===== config.mk =====
export PLATFORM = sky130hd
export DESIGN_NAME = ipmac_ctrl
export DESIGN_NICKNAME = d
export VERILOG_FILES = /design/src/sv/ipmac_pkg.sv /design/src/sv/ipmac_ctrl.sv
export SDC_FILE = /design/constraint.sdc
export NUM_CORES = 1
export LEC_CHECK = 0
export BUFFER_PORTS_ARGS = -buffer_cell sky130_fd_sc_hd__clkbuf_2
export CAP_MARGIN = 5
export CELL_PAD_IN_SITES_DETAIL_PLACEMENT = 0
export CELL_PAD_IN_SITES_GLOBAL_PLACEMENT = 1
export CORE_AREA = 3 3 40 42
export DETAILED_ROUTE_END_ITERATION = 8
export DIE_AREA = 0 0 43 45
export GPL_TIMING_DRIVEN = 0
export HOLD_SLACK_MARGIN = 0.08
export PLACE_DENSITY_LB_ADDON = 0.1
export SYNTH_ARGS = -nofsm -noshare
export SYNTH_HDL_FRONTEND = slang
export SYNTH_SLANG_ARGS = --single-unit

===== constraint.sdc =====
create_clock -name clk_i -period 1.2 [get_ports clk_i]
set_input_delay 0.06 -clock clk_i [delete_from_list [all_inputs] [get_ports clk_i]]
set_output_delay 0.06 -clock clk_i [all_outputs]
set_load 0.005 [all_outputs]

===== src/sv/ipmac_pkg.sv =====
// ----------------------------------------------------------------------------
// ipmac_pkg
// Shared constants, codes and controller/datapath structs of the IPv4-to-MAC
// resolution cache.
// ----------------------------------------------------------------------------
`default_nettype none

package ipmac_pkg;

  localparam int ENTRIES = 64;
  localparam int AW      = $clog2(ENTRIES);

  localparam int IP_W    = 32;
  localparam int MAC_W   = 48;
  localparam int CMD_W   = 2;
  localparam int OUTC_W  = 2;

  // stream widths, rounded up to whole bytes
  localparam int IN_BITS  = CMD_W + IP_W + MAC_W;
  localparam int IN_W     = ((IN_BITS + 7) / 8) * 8;
  localparam int OUT_BITS = 1 + MAC_W + OUTC_W;
  localparam int OUT_W    = ((OUT_BITS + 7) / 8) * 8;

  localparam logic [CMD_W-1:0] CMD_LOOKUP = 2'd0;
  localparam logic [CMD_W-1:0] CMD_INSERT = 2'd1;
  localparam logic [CMD_W-1:0] CMD_CLEAR  = 2'd2;

  localparam logic [OUTC_W-1:0] OUT_UPDATED  = 2'd0;
  localparam logic [OUTC_W-1:0] OUT_NEW      = 2'd1;
  localparam logic [OUTC_W-1:0] OUT_REPLACED = 2'd2;
  localparam logic [OUTC_W-1:0] OUT_IGNORED  = 2'd3;

  localparam logic [IP_W-1:0]  BCAST_IP  = 32'hFFFF_FFFF;
  localparam logic [MAC_W-1:0] BCAST_MAC = {6{8'hFF}};

  // controller -> datapath
  typedef struct packed {
    logic accept;  // latch new item, clear scan flags
    logic issue;   // read table at scan index, advance index
    logic write;   // store item at chosen slot
    logic load;    // move result into output register
  } ctrl_cmd_t;

  // datapath -> controller
  typedef struct packed {
    logic need_scan;  // incoming item needs a table scan
    logic is_insert;  // held item is an insert
    logic scan_last;  // scan index at last entry
    logic out_busy;   // output register still holds an untaken result
  } ctrl_sts_t;

endpackage

`default_nettype wire


===== src/sv/ipmac_ctrl.sv =====
// ----------------------------------------------------------------------------
// ipmac_ctrl
// Sequencer of the resolution cache: accept, scan, drain, write, respond.
// ----------------------------------------------------------------------------
`default_nettype none

module ipmac_ctrl
  import ipmac_pkg::*;
(
  input  wire logic      clk_i,
  input  wire logic      rst_ni,
  input  wire logic      s_axis_tvalid,
  output logic           s_axis_tready,
  input  wire ctrl_sts_t sts_i,
  output ctrl_cmd_t      cmd_o
);

  typedef enum logic [4:0] {
    ST_IDLE  = 5'b00001,
    ST_SCAN  = 5'b00010,
    ST_DRAIN = 5'b00100,
    ST_WRITE = 5'b01000,
    ST_DONE  = 5'b10000
  } state_e;

  state_e state_q, state_d;

  always_comb begin
    state_d       = state_q;
    cmd_o         = '0;
    s_axis_tready = 1'b0;
    case (state_q)
      ST_IDLE: begin
        s_axis_tready = 1'b1;
        if (s_axis_tvalid) begin
          cmd_o.accept = 1'b1;
          state_d      = sts_i.need_scan ? ST_SCAN : ST_DONE;
        end
      end
      ST_SCAN: begin
        cmd_o.issue = 1'b1;
        if (sts_i.scan_last) begin
          state_d = ST_DRAIN;
        end
      end
      // last read compares here
      ST_DRAIN: begin
        state_d = sts_i.is_insert ? ST_WRITE : ST_DONE;
      end
      ST_WRITE: begin
        cmd_o.write = 1'b1;
        state_d     = ST_DONE;
      end
      ST_DONE: begin
        if (!sts_i.out_busy) begin
          cmd_o.load = 1'b1;
          state_d    = ST_IDLE;
        end
      end
      default: begin
        state_d = ST_IDLE;
      end
    endcase
  end

  always_ff @(posedge clk_i or negedge rst_ni) begin
    if (!rst_ni) begin
      state_q <= ST_IDLE;
    end else begin
      state_q <= state_d;
    end
  end

endmodule

`default_nettype wire


# [Word level (Yosys, flattened, before mapping)]
# Cells that the tools add are included.
[totals] reg_bits=5 input_bits=7 output_inout_bits=5 word_cells=23
[classes] n_eq_ne=8 n_mux=13 n_reduce_logical=1
[ops] cell="two-way mux 5 bit" count=5
[ops] cell="case mux 5 bit (5 select lines)" count=1
[ops] cell="two-way mux 1 bit" count=7
[ops] cell="!= test 2 bit, second input constant" count=3
[ops] cell="== test 5 x 1 -> 1 bit, second input constant" count=1
[ops] cell="== test 5 x 2 -> 1 bit, second input constant" count=1
[ops] cell="== test 5 x 3 -> 1 bit, second input constant" count=1
[ops] cell="== test 5 x 4 -> 1 bit, second input constant" count=1
[ops] cell="== test 5 bit, second input constant" count=1
[ops] cell="AND reduction 3 bit" count=1

# [Depth between registers and ports, before layout]
# Gate-level depths: netlist of the first run.
[depth] depth_word=3 ltp_mapped=5

# [Worst setup path before layout of the first run]
# Ideal clock, no wire load.
[synth_timing] path_type="flip-flop to flip-flop" startpoint="reg state_q[0]" endpoint="reg state_q[4]" setup_time_ns=0.121 t_arrival_ns=1.121 required_time_ns=1.079 path_slack_ns=-0.042 stages_incl_launch_ff=5 n_path_buf=0 synth_period_minus_slack_ns=1.242 path_cell_list="dfstp_2 > nor2b_1 > o311ai_1 > o21ai_1 > a22o_1"
[synth_between] elab_chain_cells=3 elab_cells_between_ends=10 classes_between="8 x eq/ne; 1 x mux; 1 x reduce/logical"
[synth_lines] item="from (decl)" line="ipmac_ctrl.sv:26" source="state_e state_q, state_d;"
[synth_lines] item="from (signal assigned)" line="ipmac_ctrl.sv:70" source="state_q <= state_d;"
[synth_lines] item="== test 5 x 2 -> 1 bit, or another cell as far along" line="ipmac_ctrl.sv:32" source="case (state_q)"
[synth_lines] item="!= test 2 bit (no line)"
[synth_lines] item="AND reduction 3 bit (no line)"
# Parallel ways exist; a longest one is shown, timed or not.
# A chain may end at the register's enable or synchronous reset.

==> results of run 1 <==
==> final timing paths <==
check / cells past startpoint / from / endpoint / slack, ps
min in group asynchronous: 2 / rst_ni / state_q[4]$_DFFE_PN0P_ / 160
max in group asynchronous: 2 / rst_ni / state_q[0]$_DFFE_PN1P_ / 810
max reg2reg: 4 / state_q[0]$_DFFE_PN1P_ / state_q[4]$_DFFE_PN0P_ / -180
min: 2 / sts_i[2] / state_q[3]$_DFFE_PN0P_ / 100
max: 4 / state_q[3]$_DFFE_PN0P_ / cmd_o[0] / -180
min reg2reg: 1 / state_q[4]$_DFFE_PN0P_ / state_q[3]$_DFFE_PN0P_ / 550
==> metal layers <==
metal / part of all wire [%] / vias up / GRT usage [%] / routed length [µm]
li1: - / 164 / - / -
met5: 0 / - / 0 / 0
met4: 0 / 0 / 3.61 / 0
met2: 54 / 10 / 20.1 / 481
met1: 40 / 159 / 11.2 / 358
met3: 6.0 / 0 / 5.58 / 54
==> where the power goes <==
part | switching (mW) | leakage [nW] | total (mW) | internal, mW
clock | 0.0786 | 0.0177 | 0.200 | 0.121
combinational | 0.186 | 0.173 | 0.427 | 0.242
sequential | 0.0793 | 0.0607 | 0.303 | 0.223
==> Yosys cell counts, drive strengths merged <==
| cell | instances | area [µm²] |
|---|---|---|
| nor2 | 4 | 15.0 |
| a22o | 2 | 17.5 |
| nor2b | 3 | 18.8 |
| nand3b | 1 | 7.51 |
| and3 | 2 | 12.5 |
| dfstp | 1 | 26.3 |
| nor3b | 2 | 15.0 |
| o311ai | 1 | 8.76 |
| nor3 | 1 | 5.00 |
| inv | 2 | 7.51 |
| and3b | 2 | 17.5 |
| a21oi | 1 | 5.00 |
| dfrtp | 4 | 100 |
| and2 | 2 | 12.5 |
| nand3 | 1 | 5.00 |
| o21ai | 4 | 20.0 |
==> metrics by stage <==
stage                     setup TNS (ps)  setup slack (ps)  cells  power, mW  hold WS (ps)
after detailed placement            -211              -147     59      0.530          -111
after global routing               -1360              -242     70       1.01          94.5
after CTS                           -674              -152     70      0.788          84.2
after floorplan                    -6.71             -6.71     33      0.426          -236
final                               -803              -181     70      0.930          96.0
after global placement              -236              -161     59      0.537          -121
==> cell type report <==
type	instances	area (µm²)
clock inverter	1	5.00
inverter	2	7.51
sequential	5	130
timing repair buffer	18	124
fill	134	757
tap	15	18.8
clock buffer	3	22.5
multi-input combinational	26	220
==> logic make-up (layout without fill, tap and decap cells) <==
kind of cell	count (synthesis)	count (layout)	share of synthesized area (%)
flops	5	5	43.0
simple gates	18	18	37.0
compound gates	8	8	17.4
buf+inv	2	24	2.55
==> worst max-delay path, delay by kind of cell (launching register included) <==
family | cells | cell delay, ps
buffers and inverters | 1 | 120
and+or+nand+nor | 3 | 490
DFF | 1 | 470
==> timing repair <==
item                                   in CTS  in global routing
buffers inserted                            3                  0
setup endpoints to repair                   7                  9
endpoints found under the hold margin       9                  0
pin swaps                                   4                  6
gates resized for setup                     4                 15
hold buffers                                4                  0
==> implementation parameters, run 1 <==
Parameter                              Value

Clocking
  Max Root-Sink Buffers    2
  Worst skew pair latency    250 ps
  Clock tree from TritonCTS    built
  Number of clock sinks seen by CTS    5
  Clk pin slew, worst setup/hold paths    40 ps
  H-tree levels    1
  Clock root cell    sky130_fd_sc_hd__clkbuf_4
  Number of buffers inserted during clock tree synthesis    3

Min path
  Type of the worst min-delay path    input pin to flop

STA
  Final worst-path cycle share    115%
  Pins Over Slew Limit    0
  Worst relative slew slack    77.1%
  Transition time of the tightest slew-check pin    340 ps
  Final critical delay including setup and external delays    1380 ps
  Setup clock skew after layout    12.1 ps
  Worst Slack Setup Final    -181 ps
  Maximum frequency from static timing analysis    724 MHz
  Setup repair after global routing missed its margin    true
  Endpoints failing setup    7
  Final hold violations    0

Drt
  Total number of vias    333
  Detailed Routing Iterations Pass 1    2
  Via count normalized by instance count    4.76
  Routed wire length per instance    12.8 µm
  Routed Antenna Nets    0
  Number of remaining DRC errors    0
  Total length of routed wires    894 µm
  Detailed router's first-iteration violation count    4

Placed design
  Cell area after placement    368 µm²
  Placer Congestion    0.668
  DP HPWL    600 µm
  Port-buffer cells    11

Final layout
  Layout cell share with drive strength beyond 1    61.8%
  Final design area excluding fillers    528 µm²
  Highest-count cells in the layout ignoring fill and taps    sky130_fd_sc_hd__clkbuf_2 (10), sky130_fd_sc_hd__dlygate4sd3_1 (4)
  Antenna cell count    0
  Most frequent standard cell in the layout excluding fill and tap cells    sky130_fd_sc_hd__clkbuf_2
  Area Overhead vs Synth    79.6%
  Number of flip-flops under the largest register name    5
  Register containing the most flip-flops in the final layout    state_q
  Largest regs    state_q (5)
  Post-layout util    41.1%
  Number of nets in the finished design    63

Pwr
  Power density normalized to cell area    1760 nW/µm²
  Maximum VDD drop    0.000644 V
  Leakage power summed over all cells    0.252 nW

Critical path
  Slowest cell on the critical path    sky130_fd_sc_hd__dfrtp_2
  Setup Crit Path Kind    flop to output pin
  Worst path max stage delay    470 ps
  Category of the worst setup path capture point    output pin
  Type of origin of the critical path    flop
  Maximum fanout along the worst path    8
  Critical path required time    1140 ps
  Cell breakdown of the critical path    nor2_2 > and3_4 > nor2b_1 > clkbuf_2
  Worst endpoint data arrival time    1320 ps

Global routing
  Via count of the first global-routing pass    366
  First-pass GRT wire length    1.57 mm
  Total routing resource utilization after global routing    11.1%
  Maximum number of pins on one net before global-route repair    9
  Antenna violations before repair    0
  Grt ovf    0

Floorplan
  Die outline height    45 µm
  Rows    13
  Core Box Area    1280 µm²
  X dimension of the die    43 µm
  Die Outline Area    1940 µm²
  Starting Density    22.9%
  Top Ports    12

Job
  Number of violations of the max-capacitance limit    0

Logic synthesis
  Avg Inst Size Synth    8.91 µm²
  Synth Net Count    40
  Seq cells post-synth    5
  Cell count after synthesis    33
  Warning count from the yosys run    0
  Count of distinct cell types in the synthesized netlist    17
  Share of synthesized area occupied by flip-flops and latches    43.0%
  Syn Std Cell Area    294 µm²

Status
  Violations in the final reports    negative setup slack
  Outcome    finished with violations
(Power assumes the default switching activity.)
==> inputs of run 2 (changes only) <==
--- a/config.mk
+++ b/config.mk
@@ -14,7 +14,7 @@
 export DIE_AREA = 0 0 43 45
 export GPL_TIMING_DRIVEN = 0
 export HOLD_SLACK_MARGIN = 0.08
-export PLACE_DENSITY_LB_ADDON = 0.1
+export PLACE_DENSITY = 0.67
 export SYNTH_ARGS = -nofsm -noshare
 export SYNTH_HDL_FRONTEND = slang
 export SYNTH_SLANG_ARGS = --single-unit
==> implementation parameters, run 2 (synthesized netlist as in run 1, its figures left out) <==
Parameter                              Value

Status
  Outcome    finished with violations
  Violations in the final reports    negative setup slack

Clocking
  Number of buffers inserted during clock tree synthesis    3
  Max Root-Sink Buffers    2
  H-tree levels    1
  Clock root cell    sky130_fd_sc_hd__clkbuf_4
  Number of clock sinks seen by CTS    5
  Clock tree from TritonCTS    built
  Clk pin slew, worst setup/hold paths    40 ps
  Worst skew pair latency    240 ps

STA
  Worst Slack Setup Final    -120 ps
  Final critical delay including setup and external delays    1320 ps
  Worst relative slew slack    85.1%
  Pins Over Slew Limit    0
  Setup repair after global routing missed its margin    true
  Setup clock skew after layout    3.37 ps
  Final hold violations    0
  Hold WS    181 ps
  Maximum frequency from static timing analysis    758 MHz
  Endpoints failing setup    5
  Final worst-path cycle share    110%
  Transition time of the tightest slew-check pin    223 ps

Final layout
  Register containing the most flip-flops in the final layout    state_q
  Highest-count cells in the layout ignoring fill and taps    sky130_fd_sc_hd__clkbuf_2 (11), sky130_fd_sc_hd__buf_4 (6), sky130_fd_sc_hd__dlygate4sd3_1 (5), sky130_fd_sc_hd__clkbuf_4 (3), sky130_fd_sc_hd__dfrtp_2 (3)
  Most frequent standard cell in the layout excluding fill and tap cells    sky130_fd_sc_hd__clkbuf_2
  Area Overhead vs Synth    83.4%
  Number of flip-flops under the largest register name    5
  Largest regs    state_q (5)
  Layout cell share with drive strength beyond 1    57.6%
  Final design area excluding fillers    539 µm²
  # fillers    138
  Number of nets in the finished design    67
  Post-layout util    42.0%
  Antenna cell count    0

Drt
  Total length of routed wires    878 µm
  Total number of vias    335
  Via count normalized by instance count    4.53
  Routed wire length per instance    11.9 µm
  Routed Antenna Nets    0
  Detailed Routing Iterations Pass 1    2
  Detailed router's first-iteration violation count    1
  Number of remaining DRC errors    0

Floorplan
  Starting Density    22.9%
  Rows    13
  X dimension of the die    43 µm
  Core Box Area    1280 µm²
  Die outline height    45 µm
  Top Ports    12
  Die Outline Area    1940 µm²

Critical path
  Length in cells of the worst reg-to-reg path    4
  Worst endpoint data arrival time    1260 ps
  Category of the worst setup path capture point    output pin
  Critical path required time    1140 ps
  Slowest cell on the critical path    sky130_fd_sc_hd__dfstp_2
  Maximum fanout along the worst path    5
  Worst path max stage delay    560 ps
  Cell breakdown of the critical path    nor2_1 > and3_1 > nor2b_2 > clkbuf_2
  Type of origin of the critical path    flop
  Setup Crit Path Kind    flop to output pin

Global routing
  Most heavily used metal layer in global routing    met2
  First-pass GRT wire length    1.21 mm
  GR Layer Usage met2    14.1%
  Global Route met3 Usage    2.79%
  Antenna violations before repair    0
  Fraction of met1 tracks used by global routing    9.80%
  Via count of the first global-routing pass    306
  Total routing resource utilization after global routing    8.38%
  Maximum number of pins on one net before global-route repair    9
  Grt ovf    0

Min path
  Type of the worst min-delay path    input pin to asynchronous set/reset pin

Placed design
  Cell area after placement    368 µm²
  Placer Congestion    0.653
  Port-buffer cells    11
  DP HPWL    547 µm
  Post-placement setup slack    -194 ps

Pwr
  Power density normalized to cell area    1640 nW/µm²
  Leakage power summed over all cells    0.262 nW
  Final Power    0.885 mW
  Maximum VDD drop    0.000750 V

Job
  Number of violations of the max-capacitance limit    0
-- run 2: cell count changes in the layout (fill, tap and decap cells not counted), sizes merged --
cell / before / now
clkbuf: 13 / 15
buf: 4 / 6
clkinv: 1 / 0
dlygate4sd3: 4 / 5
-- run 2: final timing paths --
check                                  startpoint                endpoint  slack [ps]
max in group asynchronous                  rst_ni  state_q[0]$_DFFE_PN1P_         800
min in group clk_i                  s_axis_tvalid  state_q[1]$_DFFE_PN0P_         200
min reg2reg                state_q[4]$_DFFE_PN0P_  state_q[3]$_DFFE_PN0P_         530
max reg2reg                state_q[1]$_DFFE_PN0P_  state_q[4]$_DFFE_PN0P_         -90
min                                        rst_ni  state_q[3]$_DFFE_PN0P_         180
max                        state_q[0]$_DFFE_PN1P_                cmd_o[0]        -120
-- run 2: report_power, final --
| part | internal, mW | switching [mW] | total, mW |
|---|---|---|---|
| sequential | 0.222 | 0.0563 | 0.278 |
| clock | 0.125 | 0.0616 | 0.187 |
| combinational | 0.226 | 0.194 | 0.420 |
-- run 2: final cells by class --
type                       instances  area, µm²  share of cell area [%]
tap                               15       18.8                    3.48
clock buffer                       4       26.3                    4.87
timing repair buffer              22        150                    27.8
multi-input combinational         26        206                    38.3
inverter                           2       7.51                    1.39
sequential                         5        130                    24.1
-- run 2: per-stage QoR --
step / instances / TNS, ps
finish: 74 / -503
global route: 74 / -988
CTS: 71 / -559
detailed placement: 59 / -291
global placement: 59 / -229
floorplan: 33 / -6.71
-- run 2: critical path: cells and delay by family, from the launching register on --
family                 cells  cell delay, ps
buffers and inverters      1             100
flip-flops                 1             560
AND/OR/NAND/NOR            3             360
-- run 2: timing repair --
| action | in CTS | in global routing |
|---|---|---|
| hold endpoints to repair | 10 | 0 |
| gates resized for setup | 9 | 7 |
| buffers inserted | 3 | 3 |
| hold buffers | 5 | 0 |
| pin swaps | 2 | 1 |
| endpoints found under the setup margin | 7 | 8 |
-- run 2: metal layers --
layer | part of all wire [%] | vias to the layer above
met5 | 0 | -
met4 | 0 | 0
met3 | 4.0 | 0
met2 | 54 | 5
met1 | 42 | 158
li1 | - | 172
==> inputs of run 3 (changes only) <==
--- a/config.mk
+++ b/config.mk
@@ -15,6 +15,7 @@
 export GPL_TIMING_DRIVEN = 0
 export HOLD_SLACK_MARGIN = 0.08
 export PLACE_DENSITY = 0.67
+export RECOVER_POWER = 100
 export SYNTH_ARGS = -nofsm -noshare
 export SYNTH_HDL_FRONTEND = slang
 export SYNTH_SLANG_ARGS = --single-unit
==> implementation parameters, run 3 (synthesized netlist as in run 1, its figures left out) <==
Parameter                              Value

Critical path
  Setup Crit Path Kind    flop to output pin
  Cell breakdown of the critical path    nor2_1 > and3_1 > nor2b_2 > clkbuf_2
  Length in cells of the worst reg-to-reg path    4
  Worst path max stage delay    560 ps
  Reg2reg start    state_q[1]$_DFFE_PN0P_
  Count of buffering cells on the critical path with inverters included    1
  Category of the worst setup path capture point    output pin
  Type of origin of the critical path    flop
  Kind of cell adding the most delay to the critical path    flip-flops
  Slowest cell on the critical path    sky130_fd_sc_hd__dfstp_2
  Setup slack of the worst register-to-register path    -90 ps
  Worst endpoint data arrival time    1260 ps
  Worst reg2reg path endpoint    state_q[4]$_DFFE_PN0P_
  Critical path required time    1140 ps
  Maximum fanout along the worst path    5

Placed design
  DP HPWL    547 µm
  Port-buffer cells    11
  # placed instances    59
  Placer Congestion    0.653
  Cell area after placement    368 µm²
  Post-placement setup slack    -194 ps

Global routing
  Antenna violations before repair    0
  First-pass GRT wire length    1.21 mm
  Via count of the first global-routing pass    306
  Maximum number of pins on one net before global-route repair    9
  Grt ovf    0
  Total routing resource utilization after global routing    8.38%

Drt
  Routed wire length per instance    11.9 µm
  Detailed Routing Iterations Pass 1    2
  Routed Antenna Nets    0
  Total number of vias    335
  Total length of routed wires    877 µm
  Detailed router's first-iteration violation count    1
  Via count normalized by instance count    4.53
  Number of remaining DRC errors    0

Pwr
  Sw Ratio    35.3%
  Portion of total power attributed to sequential cells    31.5%
  Part of the power in combinational logic    47.4%
  Maximum VDD drop    0.000750 V
  Power density normalized to cell area    1650 nW/µm²
  Clock network fraction of design power    21.2%
  Internal power    0.571 mW
  Leakage power summed over all cells    0.260 nW
  Final Power    0.883 mW
  Switching power total    0.312 mW

Final layout
  Number of nets in the finished design    67
  Antenna cell count    0
  Most frequent standard cell in the layout excluding fill and tap cells    sky130_fd_sc_hd__clkbuf_2
  Non-Filler Instances    74
  Register containing the most flip-flops in the final layout    state_q
  Number of flip-flops under the largest register name    5
  Post-layout util    41.8%
  Largest regs    state_q (5)
  Final design area excluding fillers    537 µm²
  Highest-count cells in the layout ignoring fill and taps    sky130_fd_sc_hd__clkbuf_2 (10), sky130_fd_sc_hd__buf_4 (6), sky130_fd_sc_hd__dlygate4sd3_1 (5), sky130_fd_sc_hd__clkbuf_4 (3), sky130_fd_sc_hd__dfrtp_2 (3)
  Layout cell share with drive strength beyond 1    54.2%
  Area Overhead vs Synth    82.6%

Min path
  Hold path depth    3
  Worst Hold Path EP    state_q[1]$_DFFE_PN0P_
  Type of the worst min-delay path    input pin to flop
  Hold Startpoint    s_axis_tvalid

STA
  Worst relative slew slack    81.9%
  Worst Slack Setup Final    -120 ps
  Setup clock skew after layout    3.37 ps
  Final-layout setup total negative slack    -504 ps
  Final worst-path cycle share    110%
  Endpoints failing setup    5
  Maximum frequency from static timing analysis    758 MHz
  Transition time of the tightest slew-check pin    271 ps
  Hold WS    195 ps
  Final critical delay including setup and external delays    1320 ps
  Final hold violations    0
  Pins Over Slew Limit    0
  Setup repair after global routing missed its margin    true

Floorplan
  Die outline height    45 µm
  Rows    13
  Die Outline Area    1940 µm²
  Starting Density    22.9%
  X dimension of the die    43 µm
  Core Box Area    1280 µm²
  Top Ports    12

Clocking
  H-tree levels    1
  Clock tree from TritonCTS    built
  Worst skew pair latency    240 ps
  Number of clock sinks seen by CTS    5
  Number of buffers inserted during clock tree synthesis    3
  Clk pin slew, worst setup/hold paths    40 ps
  Max Root-Sink Buffers    2
  Clock root cell    sky130_fd_sc_hd__clkbuf_4

Status
  Outcome    finished with violations
  Violations in the final reports    negative setup slack

Job
  Number of violations of the max-capacitance limit    0
-- run 3: cell types whose count changed in the layout (fill, tap and decap cells not counted) --
cell | previous run | this run
sky130_fd_sc_hd__clkbuf_2 | 11 | 10
sky130_fd_sc_hd__clkbuf_1 | 1 | 2
sky130_fd_sc_hd__and3b_1 | 0 | 1
sky130_fd_sc_hd__and3b_2 | 2 | 1
-- run 3: metal layers --
| layer | vias to the layer above | GRT usage, % | routed length [µm] |
|---|---|---|---|
| li1 | 172 | - | - |
| met1 | 158 | 9.80 | 370 |
| met2 | 5 | 14.1 | 470 |
| met3 | 0 | 2.79 | 35 |
| met4 | 0 | 3.61 | 0 |
| met5 | - | 0 | 0 |
-- run 3: worst register-to-register path, cell delays in order, from the launching register on --
cell                       delay, ps
sky130_fd_sc_hd__dfrtp_1         380
sky130_fd_sc_hd__and3b_2         240
sky130_fd_sc_hd__o311ai_4        270
sky130_fd_sc_hd__o21ai_2         110
sky130_fd_sc_hd__a22o_1          190
-- run 3: power by group through the flow --
stage                     clock (mW)  sequential [mW]  combinational (mW)
after floorplan                    0            0.261               0.165
after global placement             0            0.276               0.252
after detailed placement           0            0.277               0.253
after CTS                      0.198            0.275               0.349
after global routing           0.212            0.287               0.456
final                          0.187            0.278               0.418
-- run 3: worst max-delay path by stage --
| stage | start | to | slack (ps) | cells past startpoint |
|---|---|---|---|---|
| floorplan | state_q[0]$_DFFE_PN1P_ | state_q[4]$_DFFE_PN0P_ | -7 | 4 |
| global placement | state_q[0]$_DFFE_PN1P_ | state_q[4]$_DFFE_PN0P_ | -160 | 4 |
| detailed placement | state_q[0]$_DFFE_PN1P_ | state_q[4]$_DFFE_PN0P_ | -190 | 4 |
| CTS | state_q[4]$_DFFE_PN0P_ | cmd_o[3] | -140 | 5 |
| global route | state_q[0]$_DFFE_PN1P_ | cmd_o[0] | -200 | 4 |
| finish | state_q[0]$_DFFE_PN1P_ | cmd_o[0] | -120 | 4 |
-- run 3: area by class of cell --
class / instances / area [µm²]
fill: 140 / 748
multi-input combinational: 26 / 205
timing repair buffer: 22 / 149
sequential: 5 / 130
clock buffer: 4 / 26.3
tap: 15 / 18.8
inverter: 2 / 7.51
-- run 3: what timing repair did --
item | in CTS | in global routing
cloned | 0 | 0
hold buffers | 5 | 0
setup endpoints to repair | 7 | 8
gates resized for setup | 9 | 7
setup buffers | 3 | 3
pin swaps | 2 | 1
hold endpoints to repair | 10 | 0
